$ cat config.mk
export PLATFORM = sky130hd
export DESIGN_NAME = next_fit_slot_allocator_unit
export DESIGN_NICKNAME = d
export VERILOG_FILES = /design/src/hdl/nfsa_pkg.sv /design/src/hdl/nfsa_ram.sv /design/src/hdl/next_fit_slot_allocator_unit.sv
export SDC_FILE = /design/constraint.sdc
export NUM_CORES = 1
export LEC_CHECK = 0
export BUFFER_PORTS_ARGS = -buffer_cell sky130_fd_sc_hd__buf_2
export CORE_MARGIN = 2
export CORE_UTILIZATION = 55
export CTS_CLUSTER_DIAMETER = 80
export DETAILED_ROUTE_END_ITERATION = 8
export HOLD_SLACK_MARGIN = 0.02
export PLACE_DENSITY = 0.74
export SYNTH_ARGS = -nofsm -noshare
export SYNTH_HDL_FRONTEND = slang
export SYNTH_SLANG_ARGS = --single-unit
export TNS_END_PERCENT = 10
$ cat constraint.sdc
create_clock -name clk -period 9.9 [get_ports clk]
set_input_delay 0.99 -clock clk [delete_from_list [all_inputs] [get_ports clk]]
set_output_delay 0.99 -clock clk [all_outputs]
set_load 0.05 [all_outputs]
$ cat src/hdl/nfsa_pkg.sv
`default_nettype none

package nfsa_pkg;

	// Store geometry. The occupancy map is held as words of WORD_W bits.
	localparam int SLOTS     = 256;
	localparam int ID_W      = 9;
	localparam int WORD_W    = (SLOTS >= 32) ? 32 : (2 ** $clog2(SLOTS));
	localparam int WORDS     = (SLOTS + WORD_W - 1) / WORD_W;
	localparam int BIT_W     = (WORD_W > 1) ? $clog2(WORD_W) : 1;
	localparam int WADDR_W   = (WORDS > 1) ? $clog2(WORDS) : 1;
	localparam int K_W       = $clog2(WORDS + 1);
	localparam int LAST_BITS = SLOTS - (WORDS - 1) * WORD_W;

	// Bits of the last word that belong to real slots.
	localparam logic [WORD_W-1:0] LAST_MASK = {WORD_W{1'b1}} >> (WORD_W - LAST_BITS);

	typedef enum logic [1:0] {
		CMD_ALLOC  = 2'd0,
		CMD_FREE   = 2'd1,
		CMD_LOOKUP = 2'd2,
		CMD_CLEAR  = 2'd3
	} cmd_t;

	typedef enum logic [1:0] {
		ST_OK       = 2'd0,
		ST_FULL     = 2'd1,
		ST_NONE     = 2'd2,
		ST_NOTFOUND = 2'd3
	} status_t;

	typedef struct packed {
		cmd_t            command;
		logic [ID_W-1:0] slot_id;
	} req_t;

	typedef struct packed {
		status_t         status;
		logic [ID_W-1:0] given_id;
		logic            occupied;
	} rsp_t;

	typedef struct packed {
		logic             found;
		logic [BIT_W-1:0] idx;
	} ff_t;

	// Lowest set bit of a word.
	function automatic ff_t find_first(input logic [WORD_W-1:0] v);
		ff_t r;
		r.found = 1'b0;
		r.idx   = '0;
		for (int i = WORD_W - 1; i >= 0; i--) begin
			if (v[i]) begin
				r.found = 1'b1;
				r.idx   = BIT_W'(i);
			end
		end
		return r;
	endfunction

endpackage

`default_nettype wire

$ cat src/hdl/nfsa_ram.sv
`default_nettype none

// Simple dual-port RAM: one write port, one read port with registered read data.
module nfsa_ram #(
	parameter int WIDTH = 32,
	parameter int DEPTH = 8,
	parameter int AW    = (DEPTH > 1) ? $clog2(DEPTH) : 1
) (
	input  wire logic             clk,
	input  wire logic             wr_en,
	input  wire logic [AW-1:0]    wr_addr,
	input  wire logic [WIDTH-1:0] wr_data,
	input  wire logic             rd_en,
	input  wire logic [AW-1:0]    rd_addr,
	output logic      [WIDTH-1:0] rd_data
);

	logic [WIDTH-1:0] mem [DEPTH];

	// Write port.
	always_ff @(posedge clk) begin
		if (wr_en) begin
			mem[wr_addr] <= wr_data;
		end
	end

	// Read port, with registered read data.
	always_ff @(posedge clk) begin
		if (rd_en) begin
			rd_data <= mem[rd_addr];
		end
	end

endmodule

`default_nettype wire

$ cat src/hdl/next_fit_slot_allocator_unit.sv
// Next-fit slot allocator. A request is a command (allocate, free, lookup, clear all) with a
// slot id, and every request gives exactly one response. One request is worked on at a time:
// free, lookup and clear read the occupancy word at transfer and then check it (free also
// writes it back), and allocate also reads one further occupancy word for each step that
// the search goes on. The store holds 256 slots in eight 32-bit words. The search is bounded
// by the single read port of the occupancy RAM, which delivers one word per cycle to the
// find-first logic. The response is registered once the output register is free. A per-word
// valid flag, cleared at reset and by clear all, makes an empty store read as zero, so there
// is no clearing pass after reset. A new request is taken while the previous response still
// waits in the output register.
`default_nettype none

module next_fit_slot_allocator_unit (
	input  wire logic          clk,
	input  wire logic          arst_n,
	input  wire logic          req_valid,
	output logic               req_ready,
	input  wire nfsa_pkg::req_t req,
	output logic               rsp_valid,
	input  wire logic          rsp_ready,
	output nfsa_pkg::rsp_t     rsp
);

	typedef enum logic [1:0] {
		S_IDLE = 2'b01,
		S_BUSY = 2'b10
	} state_t;

	state_t                            state_q;
	nfsa_pkg::cmd_t                    cmd_q;
	logic [nfsa_pkg::ID_W-1:0]         id_q;
	logic                              id_zero_q;
	logic                              id_oob_q;
	logic [nfsa_pkg::BIT_W-1:0]        id_bit_q;
	logic [nfsa_pkg::WADDR_W-1:0]      cur_word_q;
	logic [nfsa_pkg::K_W-1:0]          k_q;
	logic [nfsa_pkg::WADDR_W-1:0]      ptr_word_q;
	logic [nfsa_pkg::BIT_W-1:0]        ptr_bit_q;
	logic [nfsa_pkg::WORDS-1:0]        row_valid_q;
	logic                              rd_valid_s1;
	logic                              rsp_valid_q;
	nfsa_pkg::rsp_t                    rsp_q;

	logic                              acc;
	logic [nfsa_pkg::ID_W-1:0]         idm1;
	logic                              id_zero;
	logic                              id_oob;
	logic [nfsa_pkg::WADDR_W-1:0]      id_word;
	logic [nfsa_pkg::BIT_W-1:0]        id_bit;
	logic                              rd_en;
	logic [nfsa_pkg::WADDR_W-1:0]      rd_addr;
	logic [nfsa_pkg::WORD_W-1:0]       rd_data;
	logic [nfsa_pkg::WORD_W-1:0]       word;
	logic [nfsa_pkg::WORD_W-1:0]       range_mask;
	logic [nfsa_pkg::WORD_W-1:0]       low_mask;
	logic [nfsa_pkg::WORD_W-1:0]       pos_mask;
	logic [nfsa_pkg::WORD_W-1:0]       id_onehot;
	nfsa_pkg::ff_t                     ff;
	logic                              last;
	logic [nfsa_pkg::WADDR_W-1:0]      next_word;
	logic                              busy;
	logic                              out_free;
	logic                              alloc_cont;
	logic                              finish;
	logic                              wr_need;
	logic                              wr_en;
	logic [nfsa_pkg::WORD_W-1:0]       wr_data;
	logic                              do_clear;
	logic                              do_move;
	nfsa_pkg::rsp_t                    rsp_n;

	assign req_ready = (state_q == S_IDLE);
	assign acc       = req_valid && req_ready;
	assign busy      = (state_q == S_BUSY);
	assign out_free  = !rsp_valid_q || rsp_ready;
	assign rsp_valid = rsp_valid_q;
	assign rsp       = rsp_q;

	// Decode the requested id into word and bit of the occupancy map.
	assign idm1    = req.slot_id - 1'b1;
	assign id_zero = (req.slot_id == '0);
	assign id_oob  = (32'(req.slot_id) > 32'(nfsa_pkg::SLOTS));
	assign id_bit  = nfsa_pkg::BIT_W'(idm1 % nfsa_pkg::WORD_W);
	assign id_word = (id_zero || id_oob) ? '0
		: nfsa_pkg::WADDR_W'(idm1 / nfsa_pkg::WORD_W);

	// Search window within the word under test.
	assign word       = rd_data & {nfsa_pkg::WORD_W{rd_valid_s1}};
	assign range_mask = (cur_word_q == nfsa_pkg::WADDR_W'(nfsa_pkg::WORDS - 1))
		? nfsa_pkg::LAST_MASK : '1;
	assign low_mask   = (nfsa_pkg::WORD_W'(1) << ptr_bit_q) - 1'b1;
	assign last       = (k_q == nfsa_pkg::K_W'(nfsa_pkg::WORDS));
	assign pos_mask   = (k_q == '0) ? ~low_mask : (last ? low_mask : '1);
	assign ff         = nfsa_pkg::find_first(~word & range_mask & pos_mask);
	assign next_word  = (cur_word_q == nfsa_pkg::WADDR_W'(nfsa_pkg::WORDS - 1))
		? '0 : cur_word_q + 1'b1;
	assign id_onehot  = nfsa_pkg::WORD_W'(1) << id_bit_q;

	// Step control: keep searching, or finish once the output register is free.
	assign alloc_cont = busy && (cmd_q == nfsa_pkg::CMD_ALLOC) && !ff.found && !last;
	assign finish     = busy && !alloc_cont && out_free;

	// Occupancy RAM read: first word at transfer, following words while searching.
	assign rd_en   = acc || alloc_cont;
	assign rd_addr = acc
		? ((req.command == nfsa_pkg::CMD_ALLOC) ? ptr_word_q : id_word)
		: next_word;

	// Result and write-back of the request in hand.
	always_comb begin
		rsp_n    = '{status: nfsa_pkg::ST_OK, given_id: '0, occupied: 1'b0};
		wr_need  = 1'b0;
		wr_data  = word;
		do_clear = 1'b0;
		do_move  = 1'b0;
		case (cmd_q)
			nfsa_pkg::CMD_ALLOC: begin
				if (ff.found) begin
					rsp_n.given_id = nfsa_pkg::ID_W'(
						{1'b0, cur_word_q, ff.idx} + 1'b1);
					rsp_n.occupied = 1'b1;
					wr_need        = 1'b1;
					wr_data        = word | (nfsa_pkg::WORD_W'(1) << ff.idx);
					do_move        = 1'b1;
				end else begin
					rsp_n.status = nfsa_pkg::ST_FULL;
				end
			end
			nfsa_pkg::CMD_FREE, nfsa_pkg::CMD_LOOKUP: begin
				if (id_zero_q) begin
					rsp_n.status = nfsa_pkg::ST_NONE;
				end else if (id_oob_q || !word[id_bit_q]) begin
					rsp_n.status = nfsa_pkg::ST_NOTFOUND;
				end else begin
					rsp_n.given_id = id_q;
					rsp_n.occupied = (cmd_q == nfsa_pkg::CMD_LOOKUP);
					wr_need        = (cmd_q == nfsa_pkg::CMD_FREE);
					wr_data        = word & ~id_onehot;
				end
			end
			nfsa_pkg::CMD_CLEAR: begin
				do_clear = 1'b1;
			end
			default: begin
				rsp_n.status = nfsa_pkg::ST_NONE;
			end
		endcase
	end

	assign wr_en = finish && wr_need;

	nfsa_ram #(
		.WIDTH (nfsa_pkg::WORD_W),
		.DEPTH (nfsa_pkg::WORDS),
		.AW    (nfsa_pkg::WADDR_W)
	) u_occ_ram (
		.clk     (clk),
		.wr_en   (wr_en),
		.wr_addr (cur_word_q),
		.wr_data (wr_data),
		.rd_en   (rd_en),
		.rd_addr (rd_addr),
		.rd_data (rd_data)
	);

	// Sequencer state.
	always_ff @(posedge clk or negedge arst_n) begin
		if (!arst_n) begin
			state_q <= S_IDLE;
		end else begin
			unique case (state_q)
				S_IDLE: begin
					if (acc) begin
						state_q <= S_BUSY;
					end
				end
				S_BUSY: begin
					if (finish) begin
						state_q <= S_IDLE;
					end
				end
				default: begin
					state_q <= S_IDLE;
				end
			endcase
		end
	end

	// Request fields held for the evaluation cycles.
	always_ff @(posedge clk) begin
		if (acc) begin
			cmd_q     <= req.command;
			id_q      <= req.slot_id;
			id_zero_q <= id_zero;
			id_oob_q  <= id_oob;
			id_bit_q  <= id_bit;
		end
	end

	// Word under test and search step count.
	always_ff @(posedge clk) begin
		if (rd_en) begin
			cur_word_q <= rd_addr;
			k_q        <= acc ? '0 : k_q + 1'b1;
		end
	end

	// Valid flag of the word being read, sampled alongside the RAM.
	always_ff @(posedge clk) begin
		if (rd_en) begin
			rd_valid_s1 <= row_valid_q[rd_addr];
		end
	end

	// Per-word valid flags and the next-fit pointer.
	always_ff @(posedge clk or negedge arst_n) begin
		if (!arst_n) begin
			row_valid_q <= '0;
			ptr_word_q  <= '0;
			ptr_bit_q   <= '0;
		end else if (finish) begin
			if (do_clear) begin
				row_valid_q <= '0;
				ptr_word_q  <= '0;
				ptr_bit_q   <= '0;
			end else begin
				if (wr_need) begin
					row_valid_q[cur_word_q] <= 1'b1;
				end
				if (do_move) begin
					ptr_word_q <= cur_word_q;
					ptr_bit_q  <= ff.idx;
				end
			end
		end
	end

	// Output register.
	always_ff @(posedge clk or negedge arst_n) begin
		if (!arst_n) begin
			rsp_valid_q <= 1'b0;
		end else if (finish) begin
			rsp_valid_q <= 1'b1;
		end else if (rsp_ready) begin
			rsp_valid_q <= 1'b0;
		end
	end

	always_ff @(posedge clk) begin
		if (finish) begin
			rsp_q <= rsp_n;
		end
	end

endmodule

`default_nettype wire

======== Word level (Yosys, flattened, before mapping) ========
Memory sizes are Yosys's and may differ from the RTL's. A register that Yosys moved wholly into a read port is not among the register bits.
Cells that the tools add are included.
word-level totals
  flip-flop bits (word level) ............. 57
  memory bits (writable) .................. 256
  bits of input ports ..................... 15
  logic and storage cells ................. 149
  memories ................................ 1
memories
  name           depth  width  read ports  clocked after Yosys merged registers in  write ports  line            source
  u_occ_ram.mem  8      32     1           1                                        1            nfsa_ram.sv:18  logic [WIDTH-1:0] mem [DEPTH];
cells by class
  add/sub/neg operators ................... 5
  $lt $le $gt $ge ......................... 5
  equality and inequality tests ........... 9
  shifts and indexed selects .............. 3
  multiplexer cells ....................... 74
  bitwise operators ....................... 8
  reductions and logical operators ........ 28
operators by type and width
  operator                                                               count
  6-bit two-way mux                                                      32
  32-bit two-way mux                                                     5
  32-bit AND                                                             3
  32-bit inverter                                                        3
  1-bit by 5-bit << shifter with 32-bit output (first input constant)    3
  32-bit one-hot mux with 2 select lines                                 1
  32-bit bitwise OR                                                      1
  32-bit by 1-bit subtractor with 32-bit output (second input constant)  1
  10-bit two-way mux                                                     3
  12-bit one-hot mux with 2 select lines                                 1
  3-bit two-way mux                                                      6
  8-bit two-way mux                                                      2
  1-bit two-way mux                                                      13
  5-bit two-way mux                                                      2
  8-bit by 1-bit adder with 9-bit output (second input constant)         1
  9-bit greater-than comparator (second input constant)                  1
  9-bit zero test                                                        1
  1-bit logical AND                                                      8
  3-bit by 4-bit < comparator with 1-bit output (second input constant)  2
  2-bit two-way mux                                                      4
  8-bit bitwise OR                                                       1
  8-bit by 1-bit subtractor with 8-bit output (second input constant)    1
  2-bit == test (second input constant)                                  3
  5-bit by 6-bit < comparator with 1-bit output (second input constant)  1
  19 further kinds                                                       33

======== Logic depth before layout (Yosys ltp) ========
  depth after elaboration ................. 46
  depth in mapped cells ................... 22
  depth with buffers taken out ............ 18

======== Cells and area by module ========
From an unflattened synthesis, not the netlist that was laid out.
second synthesis, totals
  cell total of the unflattened synthesis .. 1250
  area total of the unflattened synthesis .. 17374.2 µm²
modules (own cells, without submodules)
  module                        instances  cells an instance  area an instance (µm²)  sequential area each (µm²)
  nfsa_ram                      1          415                10786.6                 8648.3
  next_fit_slot_allocator_unit  1          835                6587.6                  1617.8

======== Least setup slack after synthesis ========
No wires, ideal clock.
  kind .................................... register to register
  start point ............................. register ptr_bit_q[1] (netlist name)
  end point ............................... memory u_occ_ram.mem[5][0] (enable)
  data arrival time ....................... 6.107 ns
  data required time ...................... 9.395 ns
  setup slack ............................. 3.288 ns
  cell stages (with the launch flop) ...... 15
  path buffers ............................ 2
  period minus slack after synthesis ...... 6.612 ns
  path through ............................ dfrtp_1 buf_6 nor3_2 nand2_1 ha_1 buf_4 and2_4 or2_2 o211a_1 a311o_1 nand4b_1 nor4b_4 nand3_2 nand2_4 nor4_1
between the ends
  longest elaborated chain between the ends .. 46
  elaborated cells on any way between the ends .. 49
RTL lines
  element                                                       line                                 source
  from (decl)                                                   next_fit_slot_allocator_unit.sv:38   logic [nfsa_pkg::BIT_W-1:0] ptr_bit_q;
  from (signal assigned)                                        next_fit_slot_allocator_unit.sv:232  ptr_bit_q <= ff.idx;
  1-bit by 5-bit << shifter with 32-bit output *                next_fit_slot_allocator_unit.sv:91   assign low_mask = (nfsa_pkg::WORD_W'(1) << ptr_bit_q) - 1'b1;
  32-bit by 1-bit subtractor with 32-bit output *               next_fit_slot_allocator_unit.sv:91
  32-bit two-way mux / 32-bit inverter (equally long branches)  next_fit_slot_allocator_unit.sv:93   assign pos_mask = (k_q == '0) ? ~low_mask : (last ? low_mask : '1);
  32-bit two-way mux *                                          next_fit_slot_allocator_unit.sv:93
  32-bit AND *                                                  next_fit_slot_allocator_unit.sv:94   assign ff = nfsa_pkg::find_first(~word & range_mask & pos_mask);
  6-bit two-way mux (31 in a row)                               nfsa_pkg.sv:54                       if (v[i]) begin
  6-bit two-way mux *                                           nfsa_pkg.sv:54
  1-bit zero test                                               next_fit_slot_allocator_unit.sv:100  assign alloc_cont = busy && (cmd_q == nfsa_pkg::CMD_ALLOC) && !ff.found && !last;
  1-bit logical AND (2 in a row)                                next_fit_slot_allocator_unit.sv:100
  1-bit zero test                                               next_fit_slot_allocator_unit.sv:101  assign finish = busy && !alloc_cont && out_free;
  1-bit logical AND (2 in a row)                                next_fit_slot_allocator_unit.sv:101
  1-bit logical AND *                                           next_fit_slot_allocator_unit.sv:150  assign wr_en = finish && wr_need;
  1-bit two-way mux *                                           nfsa_ram.sv:22                       if (wr_en) begin
  1-bit two-way mux (implied by the code) *                     nfsa_ram.sv:23                       mem[wr_addr] <= wr_data;
  to (decl)                                                     nfsa_ram.sv:18
Mark *: on every way between the ends. The rest lies on a longest branch, timed or not.

======== Worst setup path after layout ========
  start point ............................. register ptr_bit_q[1] (netlist name)
  end point ............................... memory u_occ_ram.mem[1][19] (data pin)
between the ends
  longest elaborated chain between the ends .. 41
  elaborated cells on any way between the ends .. 42
RTL lines
  element                                                       line                                 source
  1-bit by 5-bit << shifter with 32-bit output *                next_fit_slot_allocator_unit.sv:91
  32-bit by 1-bit subtractor with 32-bit output *               next_fit_slot_allocator_unit.sv:91
  32-bit two-way mux / 32-bit inverter (equally long branches)  next_fit_slot_allocator_unit.sv:93
  32-bit two-way mux *                                          next_fit_slot_allocator_unit.sv:93
  32-bit AND *                                                  next_fit_slot_allocator_unit.sv:94
  6-bit two-way mux (31 in a row)                               nfsa_pkg.sv:54
  6-bit two-way mux *                                           nfsa_pkg.sv:54
  1-bit by 5-bit << shifter with 32-bit output                  next_fit_slot_allocator_unit.sv:123  wr_data = word | (nfsa_pkg::WORD_W'(1) << ff.idx);
  32-bit bitwise OR                                             next_fit_slot_allocator_unit.sv:123
  32-bit two-way mux *                                          next_fit_slot_allocator_unit.sv:118  if (ff.found) begin
  32-bit one-hot mux with 2 select lines *                      next_fit_slot_allocator_unit.sv:116  case (cmd_q)
  via u_occ_ram.wr_data[19]                                     nfsa_ram.sv:12                       input wire logic [WIDTH-1:0] wr_data,
Mark *: on every way through the listed nets, which the timed path passes. The rest lies on a longest branch.

==> impl_metrics.py <==
metrics = {
    "status": {
        "status": "finished, final reports clean",
    },
    "floorplan": {
        "dieArea_sq_um": 33400,
        "initial_core_util_pct": 55.8,
        "die_w_microns": 183,
        "row_count": 65,
        "ios": 29,
        "die_h_microns": 183,
        "core_sq_um": 31500,
    },
    "hold_path": {
        "hold_class": "in2async",
    },
    "logic_synthesis": {
        "syn-cell-area_sq_um": 17600,
        "ys_warn_count": 0,
        "ys_async_sr_fraction_pct": 5.51,
        "synthesis.nets": 1705,
        "syn_avg_cell_area_sq_um": 10.5,
        "yosysUniqueCellTypes": 103,
        "syn_inst": 1671,
        "synth_seq_cells": 345,
        "synth_edf_count": 326,
        "synthFlopType": "edfxtp_1",
        "ys_seq_area_share_pct": 58.4,
    },
    "detailed_routing": {
        "drtIter0Drc": 1590,
        "viasPerCell": 6.47,
        "vias": 13400,
        "antenna_left": 0,
        "wl_per_cell_microns": 22.5,
        "first_pass_iters": 8,
        "drt-total-wl_mm": 46.5,
        "drc": 0,
    },
    "worst_setup_path": {
        "rr_worst_depth": 17,
        "r2r_start": "ptr_bit_q[1]$_DFFE_PN0P_",
        "crit_path_end_kind": "flop",
        "crit_type": "reg2reg",
        "arrival_ps": 6420,
        "r2r_slack_ps": 3670,
        "path_common_cell": "ha_1",
        "cp_slowest_cell": "o31ai_1",
        "cp.depth": 17,
        "cp_cell_sequence": "nor3_2 -> nand2_1 -> ha_1 -> nor2b_1 -> and2_0 -> o41a_1 -> a21o_1 -> a211o_1 -> a31oi_2 -> a2bb2oi_2 -> nand2_2 -> or2_2 -> inv_1 -> ha_1 -> ha_1 -> nand2_1 -> o31ai_1",
        "cp_num_buf_inv": 1,
        "slowest_delay_ps": 820,
        "r2r_end": "u_occ_ram.mem[1][19]$_DFFE_PP_",
        "cp-start-kind": "flop",
        "path_max_fanout": 28,
        "critPathTopFamily": "compound AO/OA/AOI/OAI gates",
        "crit_path_start": "ptr_bit_q[1]$_DFFE_PN0P_",
        "required_ps": 10090,
    },
    "sta": {
        "rsz0062_at_grt": "false",
        "hold_viol_final": 0,
        "worst_slew_pin_slew_ps": 1190,
        "setup_slack_ps": 3670,
        "period_needed_ps": 6230,
        "skew_ps": 24.0,
        "tns_ps": 0,
        "fmax_ghz": 0.160,
        "setup-violations-final": 0,
        "fin_crit_sh_pct": 63.0,
        "max_slew_margin_pct": 20.2,
        "worst_hold_slack_ps": 432,
        "timing.final.max_slew_violations": 0,
    },
    "placed_design": {
        "dp.cells": 2009,
        "place_ws_ps": 3810,
        "numPortBuffers": 28,
        "dp_hpwl_mm": 29.5,
        "globalplace.congestion": 0.968,
        "placed_cell_area_sq_um": 17900,
    },
    "clock_tree": {
        "cts_buffer_depth": 3,
        "cts_hold_buf": 0,
        "htree_levels": 2,
        "clock_sinks": 345,
        "cts_tree": "built",
        "clockRootBuffer": "clkbuf_16",
        "insertion_delay_ps": 530,
        "ctsResizeCount": 0,
        "cts_buffers": 35,
        "cts_setup_buffers": 0,
        "clkTransAtPathRegs_ps": 60,
    },
    "global_routing": {
        "grt_antenna_before_repair": 0,
        "grt_use_total_pct": 27.9,
        "grt_pass1_vias": 12600,
        "globalRouteOverflowTotal": 0,
        "grt_max_degree": 87,
        "grt_first_pass_wirelength_mm": 71.9,
    },
    "power": {
        "leakage_nw": 7.00,
        "power_mw": 5.97,
        "vdd_drop_max_mv": 0.261,
        "powerDensity_nw_per_um2": 313,
    },
    "finish": {
        "layoutNonFillerInstCount": 2072,
        "final_util_pct": 60.7,
        "area_delta_synth_final_pct": 8.67,
        "nNetsFinal": 1678,
        "design_area_sq_um": 19100,
        "antenna_cells": 0,
        "drive_gt1_share_pct": 9.64,
    },
    "job": {
        "max_cap_viol_count": 0,
    },
}
==> cells in the final DEF (no fill, tap or decap), drive strengths merged, types with 7 or more instances in the layout <==
cell type and n:
nand2 405, edfxtp 326, nand3 189, o21ai 115, a21oi 61, nor2 60
buf 47, clkbuf 45, inv 30, a21o 28, ha 19, nor3 19
dfrtp 18, a31oi 17, xnor2 16, and3 16, and2 16, o211ai 15
nand2b 14, a221oi 12, a21boi 11, o21a 9, clkinv 9, nor2b 8
nand4 8, a22oi 8, or2 8, a32o 7, o31ai 7, nor4 7
==> state kept, by name, indices dropped and copies added (netlist names) <==
name	count
rd_valid_s1	1
id_q	9
ptr_word_q	3
row_valid_q	8
cur_word_q	3
rsp_valid	1
rsp	12
state_q	2
u_occ_ram.mem	256
id_zero_q	1
ptr_bit_q	5
id_bit_q	5
id_oob_q	1
u_occ_ram.rd_data	32
k_q	4
cmd_q	2
==> worst max path at each step <==
stage | end | slack (ps)
floorplan | u_occ_ram.mem[5][0]$_DFFE_PP_ | 3290
global placement | u_occ_ram.mem[3][3]$_DFFE_PP_ | 4090
detailed placement | u_occ_ram.mem[2][3]$_DFFE_PP_ | 3810
CTS | u_occ_ram.mem[7][3]$_DFFE_PP_ | 3780
global route | u_occ_ram.mem[7][3]$_DFFE_PP_ | 3240
finish | u_occ_ram.mem[1][19]$_DFFE_PP_ | 3670
==> cell type report <==
cell class,instances,area [sq um]
sequential,345,10300
timing repair buffer,47,283
clock buffer,45,935
fill,2475,12400
multi-input combinational,1187,6760
clock inverter,18,236
inverter,28,110
tap,402,503
==> cells in the mapped netlist (all sizes together) (5+ instances only) <==
cell | n | area, sq um
o31ai | 7 | 57.6
inv | 28 | 108
a22oi | 8 | 65.1
edfxtp | 326 | 9790
nand2 | 405 | 1540
a31oi | 17 | 113
nor3 | 19 | 110
a21o | 28 | 210
nand3b | 6 | 45.0
mux4 | 5 | 113
or2 | 8 | 50.1
nand3 | 189 | 951
o211ai | 15 | 118
and2 | 16 | 103
nor2b | 8 | 50.1
a211oi | 5 | 37.5
nor4 | 7 | 50.1
nand4 | 8 | 50.1
a21oi | 61 | 309
xnor2 | 16 | 140
a21boi | 11 | 82.6
o21ai | 115 | 579
and3 | 16 | 100
o21a | 9 | 67.6
nor3b | 5 | 48.8
nor2 | 60 | 228
a311oi | 6 | 58.8
nor4b | 5 | 86.3
a32o | 7 | 70.1
a31o | 5 | 43.8
ha | 19 | 238
buf | 50 | 303
nand2b | 14 | 95.1
a221oi | 12 | 111
dfrtp | 18 | 450
o211a | 5 | 50.1
clkbuf | 61 | 229
==> per-layer routing <==
layer	wire length [microns]	global-route usage, %	share of wire [%]	vias to the layer above
met3	3980	3.83	8.5	111
met4	1530	10.8	3.3	0
li1	-	-	-	6084
met5	0	0	0	-
met2	21400	43.0	46	681
met1	19600	40.7	42	6522
==> kinds of logic (layout without fill, tap and decap cells) <==
logic type / after synthesis / after routing / synth area share, %
buf+inv: 139 / 138 / 3.64
flops: 345 / 345 / 58.4
simple gates: 783 / 783 / 20.8
fa+ha+maj: 19 / 19 / 1.35
mux: 9 / 9 / 0.869
compound gates: 356 / 356 / 13.9
xor+xnor: 20 / 20 / 0.997
==> where the power goes <==
group,internal (mW),switching (mW)
clock network,0.803,0.534
logic,0.712,1.73
registers,1.97,0.214
total,3.49,2.48
(Power assumes the default switching activity.)
